### config.mk
export PLATFORM = sky130hd
export DESIGN_NAME = probe_point_smoothed_volume_core
export DESIGN_NICKNAME = d
export VERILOG_FILES = /design/src/sv/ppsv_pkg.sv /design/src/sv/probe_point_smoothed_volume_core.sv /design/src/sv/ppsv_front.sv /design/src/sv/ppsv_queue.sv /design/src/sv/ppsv_back.sv
export SDC_FILE = /design/constraint.sdc
export NUM_CORES = 2
export LEC_CHECK = 0
export BUFFER_PORTS_ARGS = -buffer_cell sky130_fd_sc_hd__buf_4
export CAP_MARGIN = 20
export CORE_AREA = 5 5 360 362
export DETAILED_ROUTE_END_ITERATION = 10
export DIE_AREA = 0 0 365 367
export GPL_ROUTABILITY_DRIVEN = 0
export HOLD_SLACK_MARGIN = 0.15
export PLACE_DENSITY = 0.83
export SYNTH_ARGS = -nofsm -noshare
export SYNTH_HDL_FRONTEND = slang
export SYNTH_SLANG_ARGS = --single-unit
### constraint.sdc
create_clock -name clk -period 12.33 [get_ports clk]
set_input_delay 2.466 -clock clk [delete_from_list [all_inputs] [get_ports clk]]
set_output_delay 2.466 -clock clk [all_outputs]
set_load 0.1 [all_outputs]
### src/sv/ppsv_pkg.sv
`default_nettype none
package ppsv_pkg;

    localparam int FRAC_BITS   = 16;
    localparam int COORD_W     = 24;
    localparam int RADIUS_W    = 16;
    localparam int SW_W        = 15;
    localparam int FRAC_W      = FRAC_BITS + 1;
    localparam int DIFF_W      = COORD_W + 1;
    localparam int D2_W        = 2 * DIFF_W;
    localparam int ROOT_W      = DIFF_W;
    localparam int DR_W        = 16;
    localparam int QUEUE_DEPTH = 2;

    localparam logic [FRAC_W-1:0] ONE      = FRAC_W'(1) << FRAC_BITS;
    localparam logic [SW_W-1:0]   SW_RESET = SW_W'(1966);
    localparam logic [15:0]       K952     = 16'd62390;
    localparam logic [16:0]       C03      = 17'((3 * (1 << FRAC_BITS) + 50) / 100);

    typedef enum logic [1:0] {
        KIND_NONE,
        KIND_BURY,
        KIND_SWITCH
    } kind_t;

    typedef struct packed {
        kind_t                  kind;
        logic signed [DR_W-1:0] dr;
        logic [SW_W-1:0]        sw;
        logic                   last;
    } atom_item_t;

    typedef enum logic [2:0] {
        F_IDLE,
        F_SQX,
        F_SQY,
        F_SQZ,
        F_ROOT,
        F_PUSH
    } front_state_t;

    typedef enum logic [2:0] {
        B_IDLE,
        B_DIV,
        B_SQ,
        B_CUBE,
        B_U,
        B_PROD,
        B_FIN
    } back_state_t;

endpackage
`default_nettype wire

### src/sv/probe_point_smoothed_volume_core.sv
// Channel   | Handshake        | Payload
// atoms in  | push / full      | probe_x/y/z, atom_x/y/z, atom_radius, last_atom
// result    | empty / pop      | volume_fraction, fully_buried
// config    | switch_half_width_we | switch_half_width
//
// Front: accept, square x, y and z, bit-serial square root, then push (held while the queue is full).
// Back: idle then finish outside the switching band; inside, a 16-step divider and three multiplies come between.
// Throughput is set by the front's bit-serial square root; the queue absorbs back stalls.
// Reset clears control, the running product (one) and the buried flag; no clearing pass.
// A waiting result stalls the back on a last atom; the front keeps accepting until the queue fills.
`default_nettype none
module probe_point_smoothed_volume_core #(
    parameter int QUEUE_DEPTH = ppsv_pkg::QUEUE_DEPTH
) (
    input  wire logic                                 clk,
    input  wire logic                                 rst_n,
    input  wire logic                                 switch_half_width_we,
    input  wire logic [ppsv_pkg::SW_W-1:0]            switch_half_width,
    input  wire logic                                 push,
    output logic                                      full,
    input  wire logic signed [ppsv_pkg::COORD_W-1:0]  probe_x,
    input  wire logic signed [ppsv_pkg::COORD_W-1:0]  probe_y,
    input  wire logic signed [ppsv_pkg::COORD_W-1:0]  probe_z,
    input  wire logic signed [ppsv_pkg::COORD_W-1:0]  atom_x,
    input  wire logic signed [ppsv_pkg::COORD_W-1:0]  atom_y,
    input  wire logic signed [ppsv_pkg::COORD_W-1:0]  atom_z,
    input  wire logic [ppsv_pkg::RADIUS_W-1:0]        atom_radius,
    input  wire logic                                 last_atom,
    output logic                                      empty,
    input  wire logic                                 pop,
    output logic [ppsv_pkg::FRAC_W-1:0]               volume_fraction,
    output logic                                      fully_buried
);
    import ppsv_pkg::*;

    logic [SW_W-1:0] sw_reg;
    logic            q_push, q_full, q_pop, q_empty;
    atom_item_t      q_wr_item, q_rd_item;

    always_ff @(posedge clk or negedge rst_n)
    begin
        if (!rst_n)
            sw_reg <= SW_RESET;
        else if (switch_half_width_we)
            sw_reg <= switch_half_width;
    end

    ppsv_front u_front (
        .clk, .rst_n, .push, .full,
        .probe_x, .probe_y, .probe_z, .atom_x, .atom_y, .atom_z,
        .atom_radius, .last_atom,
        .sw(sw_reg), .q_push, .q_item(q_wr_item), .q_full
    );

    ppsv_queue #(.DEPTH(QUEUE_DEPTH)) u_queue (
        .clk, .rst_n, .wr_en(q_push), .wr_item(q_wr_item), .q_full,
        .rd_en(q_pop), .rd_item(q_rd_item), .q_empty
    );

    ppsv_back u_back (
        .clk, .rst_n, .q_empty, .q_item(q_rd_item), .q_pop,
        .empty, .pop, .volume_fraction, .fully_buried
    );

endmodule
`default_nettype wire

### src/sv/ppsv_front.sv
`default_nettype none
module ppsv_front (
    input  wire logic                                 clk,
    input  wire logic                                 rst_n,
    input  wire logic                                 push,
    output logic                                      full,
    input  wire logic signed [ppsv_pkg::COORD_W-1:0]  probe_x,
    input  wire logic signed [ppsv_pkg::COORD_W-1:0]  probe_y,
    input  wire logic signed [ppsv_pkg::COORD_W-1:0]  probe_z,
    input  wire logic signed [ppsv_pkg::COORD_W-1:0]  atom_x,
    input  wire logic signed [ppsv_pkg::COORD_W-1:0]  atom_y,
    input  wire logic signed [ppsv_pkg::COORD_W-1:0]  atom_z,
    input  wire logic [ppsv_pkg::RADIUS_W-1:0]        atom_radius,
    input  wire logic                                 last_atom,
    input  wire logic [ppsv_pkg::SW_W-1:0]            sw,
    output logic                                      q_push,
    output ppsv_pkg::atom_item_t                      q_item,
    input  wire logic                                 q_full
);
    import ppsv_pkg::*;

    front_state_t state_reg, state_next;
    logic signed [DIFF_W-1:0] dx_reg, dy_reg, dz_reg;
    logic [RADIUS_W-1:0]      r_reg;
    logic                     last_reg;
    logic [SW_W-1:0]          sw_reg;
    logic [D2_W-1:0]          acc_reg, acc_next;
    logic [16:0]              reff_reg;
    logic [D2_W-1:0]          rad_reg, rad_next;
    logic [ROOT_W+1:0]        rem_reg, rem_next;
    logic [ROOT_W-1:0]        root_reg, root_next;
    logic [4:0]               cnt_reg, cnt_next;

    logic signed [DIFF_W-1:0]   sq_op;
    logic signed [D2_W-1:0]     sq_prod;
    logic [32:0]                reff_prod;
    logic [ROOT_W+1:0]          rem_sh, trial;
    logic signed [ROOT_W+1:0]   diff, sw_s;
    logic                       accept;

    assign accept    = push && !full;
    assign sq_prod   = sq_op * sq_op;
    assign reff_prod = 33'({1'b0, r_reg} + C03) * 33'(K952) + 33'd32768;
    assign rem_sh    = {rem_reg[ROOT_W-1:0], rad_reg[D2_W-1 -: 2]};
    assign trial     = {root_reg, 2'b01};
    assign diff      = $signed({2'b00, root_reg}) - $signed((ROOT_W+2)'(reff_reg));
    assign sw_s      = $signed((ROOT_W+2)'(sw_reg));

    always_comb
    begin
        case (state_reg)
            F_SQX:   sq_op = dx_reg;
            F_SQY:   sq_op = dy_reg;
            default: sq_op = dz_reg;
        endcase
    end

    always_ff @(posedge clk or negedge rst_n)
    begin
        if (!rst_n)
        begin
            state_reg <= F_IDLE;
        end
        else
        begin
            state_reg <= state_next;
        end
    end

    always_ff @(posedge clk)
    begin
        if (accept)
        begin
            dx_reg   <= DIFF_W'(probe_x) - DIFF_W'(atom_x);
            dy_reg   <= DIFF_W'(probe_y) - DIFF_W'(atom_y);
            dz_reg   <= DIFF_W'(probe_z) - DIFF_W'(atom_z);
            r_reg    <= atom_radius;
            last_reg <= last_atom;
            sw_reg   <= (sw == '0) ? SW_W'(1) : sw;
        end
        if (state_reg == F_SQX)
        begin
            reff_reg <= reff_prod[32:16];
        end
        acc_reg  <= acc_next;
        rad_reg  <= rad_next;
        rem_reg  <= rem_next;
        root_reg <= root_next;
        cnt_reg  <= cnt_next;
    end

    always_comb
    begin
        state_next  = state_reg;
        acc_next    = acc_reg;
        rad_next    = rad_reg;
        rem_next    = rem_reg;
        root_next   = root_reg;
        cnt_next    = cnt_reg;
        full        = 1'b1;
        q_push      = 1'b0;
        q_item.kind = KIND_NONE;
        q_item.dr   = DR_W'(diff);
        q_item.sw   = sw_reg;
        q_item.last = last_reg;
        if (diff + sw_s <= 0)
            q_item.kind = KIND_BURY;
        else if (diff < sw_s)
            q_item.kind = KIND_SWITCH;
        case (state_reg)
            F_IDLE:
            begin
                full = 1'b0;
                if (push)
                    state_next = F_SQX;
            end
            F_SQX:
            begin
                acc_next   = D2_W'(sq_prod);
                state_next = F_SQY;
            end
            F_SQY:
            begin
                acc_next   = acc_reg + D2_W'(sq_prod);
                state_next = F_SQZ;
            end
            F_SQZ:
            begin
                rad_next   = acc_reg + D2_W'(sq_prod);
                rem_next   = '0;
                root_next  = '0;
                cnt_next   = '0;
                state_next = F_ROOT;
            end
            F_ROOT:
            begin
                rad_next = rad_reg << 2;
                if (rem_sh >= trial)
                begin
                    rem_next  = rem_sh - trial;
                    root_next = {root_reg[ROOT_W-2:0], 1'b1};
                end
                else
                begin
                    rem_next  = rem_sh;
                    root_next = {root_reg[ROOT_W-2:0], 1'b0};
                end
                cnt_next = cnt_reg + 5'd1;
                if (cnt_reg == 5'(ROOT_W - 1))
                    state_next = F_PUSH;
            end
            F_PUSH:
            begin
                if (!q_full)
                begin
                    q_push     = 1'b1;
                    state_next = F_IDLE;
                end
            end
            default: state_next = F_IDLE;
        endcase
    end

endmodule
`default_nettype wire

### src/sv/ppsv_queue.sv
`default_nettype none
module ppsv_queue #(
    parameter int DEPTH = ppsv_pkg::QUEUE_DEPTH
) (
    input  wire logic                 clk,
    input  wire logic                 rst_n,
    input  wire logic                 wr_en,
    input  wire ppsv_pkg::atom_item_t wr_item,
    output logic                      q_full,
    input  wire logic                 rd_en,
    output ppsv_pkg::atom_item_t      rd_item,
    output logic                      q_empty
);
    import ppsv_pkg::*;

    localparam int PW = (DEPTH > 1) ? $clog2(DEPTH) : 1;
    localparam int CW = $clog2(DEPTH + 1);

    atom_item_t      mem_reg [DEPTH];
    logic [PW-1:0]   wp_reg, rp_reg;
    logic [CW-1:0]   cnt_reg;

    assign q_full  = (cnt_reg == CW'(DEPTH));
    assign q_empty = (cnt_reg == '0);
    assign rd_item = mem_reg[rp_reg];

    always_ff @(posedge clk)
    begin
        if (wr_en)
            mem_reg[wp_reg] <= wr_item;
    end

    always_ff @(posedge clk or negedge rst_n)
    begin
        if (!rst_n)
        begin
            wp_reg  <= '0;
            rp_reg  <= '0;
            cnt_reg <= '0;
        end
        else
        begin
            if (wr_en)
                wp_reg <= (wp_reg == PW'(DEPTH - 1)) ? '0 : wp_reg + PW'(1);
            if (rd_en)
                rp_reg <= (rp_reg == PW'(DEPTH - 1)) ? '0 : rp_reg + PW'(1);
            if (wr_en && !rd_en)
                cnt_reg <= cnt_reg + CW'(1);
            else if (rd_en && !wr_en)
                cnt_reg <= cnt_reg - CW'(1);
        end
    end

endmodule
`default_nettype wire

### src/sv/ppsv_back.sv
`default_nettype none
module ppsv_back (
    input  wire logic                        clk,
    input  wire logic                        rst_n,
    input  wire logic                        q_empty,
    input  wire ppsv_pkg::atom_item_t        q_item,
    output logic                             q_pop,
    output logic                             empty,
    input  wire logic                        pop,
    output logic [ppsv_pkg::FRAC_W-1:0]      volume_fraction,
    output logic                             fully_buried
);
    import ppsv_pkg::*;

    back_state_t     state_reg, state_next;
    atom_item_t      item_reg;
    logic [FRAC_W-1:0] prod_reg, prod_next;
    logic            buried_reg, buried_next;
    logic [15:0]     rem_reg, rem_next;
    logic [15:0]     q_reg, q_next;
    logic [3:0]      cnt_reg, cnt_next;
    logic [15:0]     t2_reg, m3_reg;
    logic [FRAC_W-1:0] u_reg;
    logic            out_valid_reg;
    logic [FRAC_W-1:0] out_vol_reg;
    logic            out_bur_reg;

    logic [16:0]         rem_sh;
    logic [31:0]         sq32, cu32;
    logic signed [19:0]  t_s, num;
    logic [FRAC_W-1:0]   u_calc;
    logic [2*FRAC_W-1:0] pmul;
    logic [FRAC_W:0]     pr;
    logic                load_out;

    assign rem_sh = {rem_reg, 1'b0};
    assign sq32   = q_reg * q_reg;
    assign cu32   = t2_reg * q_reg;
    assign t_s    = item_reg.dr[DR_W-1] ? -$signed({4'b0, q_reg}) : $signed({4'b0, q_reg});
    assign num    = 20'sd131072 + 20'sd3 * t_s
                    - (item_reg.dr[DR_W-1] ? -$signed({4'b0, m3_reg}) : $signed({4'b0, m3_reg}));
    assign pmul   = prod_reg * u_reg;
    assign pr     = (FRAC_W+1)'((pmul + (2*FRAC_W)'(32768)) >> FRAC_BITS);

    always_comb
    begin
        if (num < 0)
            u_calc = '0;
        else if ((num >>> 2) > $signed({3'b0, ONE}))
            u_calc = ONE;
        else
            u_calc = FRAC_W'(num >>> 2);
    end

    assign empty           = !out_valid_reg;
    assign volume_fraction = out_vol_reg;
    assign fully_buried    = out_bur_reg;

    always_ff @(posedge clk or negedge rst_n)
    begin
        if (!rst_n)
        begin
            state_reg     <= B_IDLE;
            prod_reg      <= ONE;
            buried_reg    <= 1'b0;
            out_valid_reg <= 1'b0;
        end
        else
        begin
            state_reg  <= state_next;
            prod_reg   <= prod_next;
            buried_reg <= buried_next;
            if (load_out)
                out_valid_reg <= 1'b1;
            else if (pop)
                out_valid_reg <= 1'b0;
        end
    end

    always_ff @(posedge clk)
    begin
        if (q_pop)
            item_reg <= q_item;
        rem_reg <= rem_next;
        q_reg   <= q_next;
        cnt_reg <= cnt_next;
        if (state_reg == B_SQ)
            t2_reg <= sq32[31:16];
        if (state_reg == B_CUBE)
            m3_reg <= cu32[31:16];
        if (state_reg == B_U)
            u_reg <= u_calc;
        if (load_out)
        begin
            out_vol_reg <= prod_reg;
            out_bur_reg <= buried_reg;
        end
    end

    always_comb
    begin
        state_next  = state_reg;
        prod_next   = prod_reg;
        buried_next = buried_reg;
        rem_next    = rem_reg;
        q_next      = q_reg;
        cnt_next    = cnt_reg;
        q_pop       = 1'b0;
        load_out    = 1'b0;
        case (state_reg)
            B_IDLE:
            begin
                if (!q_empty)
                begin
                    q_pop = 1'b1;
                    case (q_item.kind)
                        KIND_BURY:
                        begin
                            prod_next   = '0;
                            buried_next = 1'b1;
                            state_next  = B_FIN;
                        end
                        KIND_SWITCH:
                        begin
                            rem_next   = q_item.dr[DR_W-1] ? 16'(-q_item.dr) : 16'(q_item.dr);
                            q_next     = '0;
                            cnt_next   = '0;
                            state_next = B_DIV;
                        end
                        default: state_next = B_FIN;
                    endcase
                end
            end
            B_DIV:
            begin
                if (rem_sh >= 17'(item_reg.sw))
                begin
                    rem_next = 16'(rem_sh - 17'(item_reg.sw));
                    q_next   = {q_reg[14:0], 1'b1};
                end
                else
                begin
                    rem_next = rem_sh[15:0];
                    q_next   = {q_reg[14:0], 1'b0};
                end
                cnt_next = cnt_reg + 4'd1;
                if (cnt_reg == 4'd15)
                    state_next = B_SQ;
            end
            B_SQ:   state_next = B_CUBE;
            B_CUBE: state_next = B_U;
            B_U:    state_next = B_PROD;
            B_PROD:
            begin
                prod_next  = (pr > (FRAC_W+1)'(ONE)) ? ONE : FRAC_W'(pr);
                state_next = B_FIN;
            end
            B_FIN:
            begin
                if (!item_reg.last)
                    state_next = B_IDLE;
                else if (!out_valid_reg)
                begin
                    load_out    = 1'b1;
                    prod_next   = ONE;
                    buried_next = 1'b0;
                    state_next  = B_IDLE;
                end
            end
            default: state_next = B_IDLE;
        endcase
    end

    a_prod_range: assert property (@(posedge clk) disable iff (!rst_n)
        prod_reg <= ONE) else $error("running product above one");
    a_buried_zero: assert property (@(posedge clk) disable iff (!rst_n)
        buried_reg |-> prod_reg == '0) else $error("buried with nonzero product");
    a_out_hold: assert property (@(posedge clk) disable iff (!rst_n)
        out_valid_reg && !pop |=> out_valid_reg && $stable(out_vol_reg))
        else $error("result lost before pop");
    a_load_free: assert property (@(posedge clk) disable iff (!rst_n)
        load_out |-> !out_valid_reg) else $error("result overwritten");

endmodule
`default_nettype wire
## Yosys cells after proc, flatten, opt, wreduce, memory -nomap -nowiden

Memories as Yosys holds them, arrays and structs flattened.
Cells that the tools add are included.

| word-level totals | value |
|---|---|
| flip-flop bits (word level) | 458 |
| RAM bits | 68 |
| bits of input ports | 181 |
| output and inout bits | 20 |
| logic and storage cells | 180 |
| memories | 1 |

Memories:

| memory | words | width | rd ports | clocked after Yosys merged registers in | wr ports | RTL line | RTL |
|---|---|---|---|---|---|---|---|
| u_queue.mem_reg | 2 | 34 | 1 | 0 | 1 | ppsv_queue.sv:19 | `atom_item_t mem_reg [DEPTH];` |

| cells by class | value |
|---|---|
| add/subtract/negate cells | 22 |
| $mul | 6 |
| $lt $le $gt $ge | 7 |
| eq/ne operators | 26 |
| muxes and demuxes | 62 |
| reductions and logical operators | 23 |

Operators by type and width:

| kind | count |
|---|---|
| $pmux W50 S2 | 2 |
| $pmux W25 S2 | 3 |
| $mux W17 | 6 |
| $mux W16 | 6 |
| $sub A24 B24 Y25 | 3 |
| $mul A16 B16 Y32 | 2 |
| $pmux W16 S2 | 2 |
| $pmux W17 S3 | 1 |
| $add A50 B50 Y50 | 1 |
| $mul A25 B25 Y50 | 1 |
| $mux W20 | 2 |
| $neg A16 Y20 | 2 |
| $add A34 B16 Y34 const B | 1 |
| $mul A17 B17 Y34 | 1 |
| $add A33 B16 Y33 const B | 1 |
| $mul A33 B15 Y32 const B | 1 |
| $le A32 B1 Y1 const B | 1 |
| $add A26 B16 Y27 | 1 |
| $ge A27 B27 Y1 | 1 |
| $lt A26 B16 Y1 | 1 |
| $sub A25 B17 Y26 | 1 |
| $mux W25 | 1 |
| $sub A25 B25 Y25 | 1 |
| $mux W3 | 8 |
| 43 further kinds | 96 |

## Logic depth before layout (Yosys ltp)

| logic depth | value |
|---|---|
| depth after elaboration | 7 |
| gate-level depth with buffers | 49 |
| gate-level depth less buffers | 46 |

## Modules after synthesis

A second synthesis with hierarchy kept.

| second synthesis, totals | value |
|---|---|
| cell total of the unflattened synthesis | 8,500 |
| area, all modules | 81,921.1 um^2 |

By module, submodules not included:

| module | instances | cells each | area each (um^2) |
|---|---|---|---|
| ppsv_front | 1 | 4,819 | 45,688.8 |
| ppsv_back | 1 | 3,527 | 32,817.7 |
| ppsv_queue | 1 | 122 | 2,791.4 |
| probe_point_smoothed_volume_core | 1 | 32 | 623.1 |

## Worst setup path before layout

No wires, ideal clock.

| timing | value |
|---|---|
| path type | reg-to-reg |
| start point | register u_front.state_reg[0] |
| end point | register u_front.rad_reg[49], data pin |
| data arrival time | 10,464 ps |
| data required time | 12,067 ps |
| slack | 1,603 ps |
| stages on the path, launching flop included | 44 |
| path buffers | 5 |
| period minus slack after synthesis | 10,727 ps |
| path through | dfrtp_1 -> clkbuf_1 -> nor3b_1 -> clkbuf_1 -> clkbuf_1 -> a221o_1 -> clkbuf_1 -> buf_1 -> nand2_1 -> fa_1 -> inv_1 -> fa_1 -> inv_1 -> fa_1 -> inv_1 -> fa_1 -> fa_1 -> fa_1 -> [... 8 more ...] -> o31ai_1 -> a21o_1 -> a21o_1 -> a21oi_1 -> nor2b_1 -> o31a_1 -> ha_1 -> a21o_1 -> a21oi_1 -> inv_1 -> o21ai_0 -> a211oi_1 -> o21ai_0 -> o21a_1 -> o211ai_1 -> and3_1 -> xnor2_1 -> o21ai_1 |

| on the way | value |
|---|---|
| word-level cells in the longest chain between the ends | 5 |

RTL lines:

| item | RTL line | RTL |
|---|---|---|
| start: declaration | ppsv_front.sv:22 | `front_state_t state_reg, state_next;` |
| start signal: assignment | ppsv_front.sv:66 | `state_reg <= state_next;` |
| $eq A3 B2 Y1 / $eq A3 B1 Y1 (equally long branches) | ppsv_front.sv:51 | `case (state_reg)` |
| $pmux W25 S2 | ppsv_front.sv:51 |  |
| $mul A25 B25 Y50 | ppsv_front.sv:42 | `assign sq_prod = sq_op * sq_op;` |
| $add A50 B50 Y50 | ppsv_front.sv:129 | `rad_next = acc_reg + D2_W'(sq_prod);` |
| $pmux W50 S2 * | ppsv_front.sv:110 | `case (state_reg)` |
| net u_front.rad_next[49] | ppsv_front.sv:29 | `logic [D2_W-1:0] rad_reg, rad_next;` |
| end signal: assignment | ppsv_front.sv:86 | `rad_reg <= rad_next;` |
| end: declaration | ppsv_front.sv:29 |  |

Mark *: on every way through the listed nets, which the timed path passes. The rest lies on a longest branch.
A chain may end at the register's enable or synchronous reset.

## Worst setup path after layout

| timing | value |
|---|---|
| start point | register u_front.state_reg[0] |
| end point | register u_front.acc_reg[49], data pin |

| on the way | value |
|---|---|
| word-level cells in the longest chain between the ends | 5 |

RTL lines:

| item | RTL line | RTL |
|---|---|---|
| $eq A3 B2 Y1 / $eq A3 B1 Y1 (equally long branches) | ppsv_front.sv:51, ppsv_front.sv:110 |  |
| $pmux W25 S2 | ppsv_front.sv:51 |  |
| $mul A25 B25 Y50 | ppsv_front.sv:42 |  |
| $add A50 B50 Y50 | ppsv_front.sv:124 | `acc_next = acc_reg + D2_W'(sq_prod);` |
| $pmux W50 S2 * | ppsv_front.sv:110 |  |
| net u_front.acc_next[49] | ppsv_front.sv:27 | `logic [D2_W-1:0] acc_reg, acc_next;` |
| end signal: assignment | ppsv_front.sv:85 | `acc_reg <= acc_next;` |
| end: declaration | ppsv_front.sv:27 |  |

Marks and branches as above.

==> flow_summary.ini <==
[status]
status = finished, final reports clean

[routing]
post_drt_wl_per_cell_microns = 18.96
wirelength_mm = 195.0
top_layer = met4
remaining_drc_errors = 0
dr_wl_met3_mm = 17.89
dr_wl_met2_mm = 94.91
ant_nets = 0
wl_met1_mm = 73.10
vias = 59762
dr.pass1.iters = 8
vias_per_cell = 5.811
drtIter0Drc = 4391

[finish]
num_antenna_cells = 0
seqCellArea_sq_um = 15140
area_delta_synth_final_pct = 6.533
finalNetCount = 10924
largest_reg_flops = 68
drive_above_1_share = 0.06089
fillCellCount = 9019
multiInputGateArea_sq_um = 58210

[clocking]
clock_path_buffers = 3
ctsHoldBuffers = 0
clk_pin_slew_worst_paths_ns = 0.06
clock_latency_ns = 0.69
postCtsSetupBuffers = 0
cts_tree = done
cts.sinks = 511
cts-root-buf = clkbuf_16
cts_max_level = 2
post_cts_resized = 0
cts_inserted_buffers = 59

[global_route]
grt_max_degree = 95
grt_overflow = 0
grt_pass1_wl_mm = 324.1
grt_usage = 0.2988
grt_antenna_before_repair = 0
first_global_vias = 65268

[synthesis]
synthFlopType = edfxtp_1
ys_ff_latch = 511
synth.top_cell.area_share = 0.3245
synth_commonest_cells = 1869 x inv_1, 1318 x fa_1, 952 x nand2_1
syn-instance-count = 8505
ys_top_cells_by_area = fa_1 32%, edfxtp_1 17%, ha_1 13%
yosys_warnings = 0
synth.distinct_cells = 107
yosysMostFrequentCell = inv_1
avgSynthCellArea_sq_um = 9.562
synth_top_area_cell = fa_1
yosysSeqAreaShare = 0.1861
syn_area_sq_um = 81320
synth_edf_count = 467
synthArstFlopShare = 0.08611
synth_nets = 10856

[place]
hpwl_mm = 156.4
numPortBuffers = 200
pre_cts_ws_ns = 0.6368

[worst_setup_path]
worst_setup_path_end_kind = flip-flop
critPathSlowestCell = fa_1
critical_path.max_stage_delay_ns = 0.62
cpMostUsedCell = fa_1
startpoint_type = flip-flop
path_class = reg2reg
required_ns = 12.72
cp_data_arrival_time_ns = 12.02
crit_path_max_fanout = 16

[floorplan]
core-area_sq_um = 126400
row_count = 131
io_pins = 201
fp.dieArea_sq_um = 134000
die_h_microns = 367
die_w_microns = 365
start_util = 0.6435

[timing]
setup_viol = 0
min_period_ns = 11.63
post-route-period-util = 0.9432
tightestPinTransition_ns = 1.050
finClkSkew_ns = 0.05800
clock.fmax_ghz = 0.08599
fin_ws_ns = 0.7008
final_max_slew_viol_count = 0
hold_viol = 0
tns_ns = 0
relSlewSlack = 0.2998
rsz0062_at_grt = false

[flow_run]
max-cap-violations = 0

[hold_path]
worstHoldPathType = reg2reg
## cell families after synthesis
family,share of synthesized area
AOI/OAI and AO/OA,0.08082
xor gates and xnor gates,0.04100
adders and majority gates,0.4558
buffers and inverters,0.09959
DFF,0.1861
muxes,0.01197
and+or+nand+nor,0.1247
## cell type report
type / instances / share of cell area
Clock inverter: 46 / 0.006066
Timing Repair Buffer: 278 / 0.02447
Tap cell: 1662 / 0.02400
Multi-Input combinational cell: 5843 / 0.6719
Inverter: 1880 / 0.08158
Sequential cell: 511 / 0.1747
Clock buffer: 64 / 0.01726
## layout by cell type (no fill, tap or decap), types with 22 or more instances in the layout
cell type     n
mux2_2       42
nor4_1       22
nand2b_1     55
nor2_1      502
nand2_1     951
a21o_1      123
a21oi_1     255
and3_1       43
inv_1      1868
o21ai_0     205
nor3_1       78
xnor2_1     251
and2_1      285
clkbuf_16    59
edfxtp_1    467
ha_1        852
a31oi_1      43
nor2b_1      50
nand3_1      72
o21a_1       51
dfrtp_1      34
or3_1        24
nand4_1      41
xor2_1      126
buf_4       276
o31ai_1      22
o21bai_1     38
fa_1       1318
mux2i_1      50
## routing by layer
metal	vias to the layer above	global-route usage
met1	29311	0.3742
met2	2861	0.5099
met4	0	0.1204
li1	26920	-
met5	-	0
met3	670	0.06072
## per-stage QoR
step,util,hold WS (ns),cells,cell area [sq um]
2_1_floorplan,-,0.4215,8505,81320
3_3_place_gp,0.6692,0.4563,10173,84570
3_5_place_dp,0.6692,0.4641,10173,84570
4_1_cts,0.6852,0.4730,10283,86590
5_1_grt,0.6855,0.4802,10284,86630
6_report,0.6855,0.4713,10284,86630
## worst max-delay path, delay by kind of cell (launching register included)
family	cells	cell delay, ns
simple gates	14	2.51
mux	1	0.27
compound gates	11	2.39
buf+inv	7	1.01
fa+ha+maj	9	4.40
flops	1	0.52
xor+xnor	1	0.15
## final timing paths
path | startpoint | end | slack (ns) | cells past startpoint
worst max-delay path | u_front.state_reg[0] | u_front.acc_reg[49] | 0.70 | 43
worst min-delay path | sw_reg[14] | u_front.sw_reg[14] | 0.47 | 0
worst max register to register | u_front.state_reg[0] | u_front.acc_reg[49] | 0.70 | 43
worst min register to register | sw_reg[14] | u_front.sw_reg[14] | 0.47 | 0
max in group asynchronous | rst_n | u_queue.rp_reg | 9.93 | 1
min in group asynchronous | rst_n | u_back.out_valid_reg | 1.87 | 1
Power is not shown: default switching activity piles up to over one toggle a cycle in this logic, so the estimate is an artifact.
